File: src/cswg_ram.sv
module cswg_ram #(
  parameter int WIDTH = 8,
  parameter int DEPTH = 16
) (
  input  logic                     clk_i,
  input  logic                     we_i,
  input  logic [$clog2(DEPTH)-1:0] waddr_i,
  input  logic [WIDTH-1:0]         wdata_i,
  input  logic                     re_i,
  input  logic [$clog2(DEPTH)-1:0] raddr_i,
  output logic [WIDTH-1:0]         rdata_o
);

  logic [WIDTH-1:0] mem_q [DEPTH];
  logic [WIDTH-1:0] rdata_q;

  // Write port and registered read port
  always_ff @(posedge clk_i) begin
    if (we_i) begin
      mem_q[waddr_i] <= wdata_i;
    end
    if (re_i) begin
      rdata_q <= mem_q[raddr_i];
    end
  end

  assign rdata_o = rdata_q;

endmodule

File: config.mk
export PLATFORM = sky130hd
export DESIGN_NAME = cswg_ram
export DESIGN_NICKNAME = d
export VERILOG_FILES = /design/src/cswg_ram.sv
export SDC_FILE = /design/constraint.sdc
export NUM_CORES = 1
export LEC_CHECK = 0
export BUFFER_PORTS_ARGS = -buffer_cell sky130_fd_sc_hd__clkbuf_2
export CAP_MARGIN = 20
export CORE_ASPECT_RATIO = 1.25
export CORE_MARGIN = 10
export CORE_UTILIZATION = 45
export DETAILED_ROUTE_END_ITERATION = 8
export PLACE_DENSITY_LB_ADDON = 0.05
export SLEW_MARGIN = 20
export SYNTH_ARGS = -nofsm -noshare
export SYNTH_HDL_FRONTEND = slang
export SYNTH_SLANG_ARGS = --single-unit
File: constraint.sdc
create_clock -name clk_i -period 2.6 [get_ports clk_i]
set_input_delay 0.52 -clock clk_i [delete_from_list [all_inputs] [get_ports clk_i]]
set_output_delay 0.52 -clock clk_i [all_outputs]
set_load 0.01 [all_outputs]
==> metrics <==
setup tns final 0 ns; Area Overhead vs Synth 19.8%; Vias/cell between 5 and 6; cell row count 43; clk buf depth 2; Cell variety after synth 18; Max Slew Vio Count 0; final net count around 300; nature of the critical path startpoint input pin; Die Ht about 140 um; Die ar. ~0.016 mm^2; antenna diode count 0; synth warn 0; Post-CTS Hold Fix Bufs 0; Crit Reg-Reg Startpoint mem_q[2][1]; Mapped Area about 0.0052 mm^2; Design Area, Final 0.00626 mm^2; power per cell area around 840 mW/mm^2; RSZ-0062 raised after global routing no; CTS Sinks between 100 and 150; clock skew ~0.0062 ns; core area 0.0112 mm^2; Slowest cell on crit path mux4_1; first-pass GRT wire length between 15000 and 20000 um; Post-Syn Instances 229; CTS Buf Count 17; drt drc 0; setup violators final 0; Initial Util 0.465; largest net degree at the start of global routing 33; status complete, no violations; Worst Reg-to-Reg Cells 3; Antenna Nets Post-Route 0; Hold Path Class input pin to flop; placement-stage worst setup slack approximately 0.36 ns; peak supply drop roughly 0.00042 V; sequential cell area fraction in the yosys report 0.781; H-tree depth 4; Clock transition at path regs roughly 0.060 ns; Worst Setup Path Type input pin to flop; Final Hold Fails 0; CP Buf/Inv Count 2; top post-synthesis cells by area edfxtp_1, mux4_2, mux4_1; CTS root buf clkbuf_16; CP required about 2.8 ns; post-CTS setup buffers 0; routability cong. between 0.7 and 0.8; largest area contributor in the netlist edfxtp_1; top cell type's share of synthesized area 0.781; largest delay contributor family on the critical path multiplexers; I/O Buffers 26; fmax 552 MHz; Worst Setup Slack, final between 0.7 and 0.8 ns; net count after synthesis roughly 250; CTS tree done; post-route clock period utilization 0.696; IO Count 27; Final Critical Period between 1.5 and 2 ns; worst hold endpoint rdata_o[5]; die span in x roughly 120 um; HPWL Detailed approximately 6400 um; total grt overflow 0; layout cells sized above 1 0.316; crit path max fanout 13; vias in the first global route between 2k and 3k; CP Data Arrival Time roughly 2.0 ns; Hold Path Origin re_i; max cap viols 0; insertion delay to the later sink of the worst-skew pair 0.41 ns; Tightest Pin Transition 0.642 ns; leakage approximately 2.1 nW; fillers 850; gr usage total 0.132; DP Area roughly 0.0056 mm^2; drt first pass iters 4; critical path, cell by cell clkbuf_2, buf_12, mux4_1, a22oi_1, nand2_1; Syn Area/Cell 22.8 um^2; DRT iter0 DRCs 128; Setup crit end kind flop; Max transition margin 0.570; R2R Path End rdata_o[1]; initial antenna violation count 0; via count 2447; R2R setup slack 1.09 ns; Hold Path Depth 1; Critical Path Max Stage Delay between 0.5 and 0.6 ns; per-cell routed wire length 23.1 um; post-CTS sizing 0; DRT Wirelength between 9000 and 10000 um; Synth Register Bits approximately 140; Tot Pwr between 5 and 6 mW
## metal layers
metal / track usage / share of wire / vias to the layer above
met4: 0.0561 / 0.018 / 0
met1: 0.173 / 0.45 / 1266
li1: - / - / 1092
met3: 0.0427 / 0.047 / 14
met5: 0 / 0 / -
met2: 0.196 / 0.49 / 75
## worst reg2reg max path: cells and delay by family (launching register included)
kind | cells | cell delay [ns]
simple gates | 1 | 0.11
flops | 1 | 0.37
mux | 1 | 0.52
compound gates | 1 | 0.26
## power by group
part	internal, mW	leakage [nW]	switching (mW)	total, mW
registers	2.47	1.24	0.0106	2.48
clock network	1.69	0.305	0.866	2.56
logic	0.0991	0.598	0.131	0.230
## synth_stat cells
master	instances
nand2_1	9
a22oi_1	16
nor2_1	13
buf_6	3
nor2b_1	1
and2b_1	1
buf_4	1
or3b_2	1
edfxtp_1	136
buf_2	3
and2_1	1
nand3_1	1
clkdlybuf4s25_2	3
mux4_1	14
mux4_2	18
nand2b_1	2
nor3_1	4
nand3b_1	2
## sequential cells by signal (all words and copies together) (netlist names)
register,cells
mem_q,128
rdata_o,8
## final cells by class
| class | instances | area (um^2) | share of cell area |
|---|---|---|---|
| tap | 135 | 169 | 0.0270 |
| sequential | 136 | 4080 | 0.652 |
| clock buffer | 18 | 429 | 0.0685 |
| clock inverter | 14 | 205 | 0.0328 |
| timing repair buffer | 46 | 318 | 0.0507 |
| multi-input combinational | 83 | 1060 | 0.169 |
## metrics by stage
| step | util | hold slack, ns | instances |
|---|---|---|---|
| final | 0.557 | 0.489 | 432 |
| after global routing | 0.557 | 0.504 | 432 |
| after CTS | 0.557 | 0.486 | 432 |
| after detailed placement | 0.501 | 0.737 | 400 |
| after global placement | 0.501 | 0.733 | 400 |
| after floorplan | - | 0.619 | 229 |
## worst max path at each step
| stage | slack (ns) | startpoint | end | cells after the start |
|---|---|---|---|---|
| 3_3_place_gp | 0.33 | raddr_i[0] | rdata_o[1] | 5 |
| 4_1_cts | 0.78 | raddr_i[0] | rdata_o[1] | 5 |
| 5_1_grt | 0.71 | raddr_i[0] | rdata_o[5] | 5 |
| 6_report | 0.79 | raddr_i[0] | rdata_o[1] | 5 |
| 2_1_floorplan | 0.59 | waddr_i[2] | mem_q[0][0] | 2 |
| 3_5_place_dp | 0.36 | raddr_i[0] | rdata_o[2] | 5 |
## cell usage in the layout (no fill, tap or decap), types with 2 or more instances in the layout
cell and n:
clkinvlp_4 2, clkbuf_2 26, buf_4 17, buf_12 3
nand2b_1 2, clkbuf_16 17, mux4_1 14, nor3_1 4
bufinv_16 5, nand3b_1 2, a22oi_1 16, clkinv_1 2
mux4_2 18, clkinv_2 3, nor2_1 13, clkinv_4 2
edfxtp_1 136, nand2_1 9
## logic make-up after synthesis
| group | after synthesis | synth area share |
|---|---|---|
| simple gates | 35 | 0.0314 |
| mux | 32 | 0.148 |
| compound gates | 16 | 0.0230 |
| flops | 136 | 0.781 |
| buf+inv | 10 | 0.0165 |
Note: power is estimated with default switching activity, not from simulation.
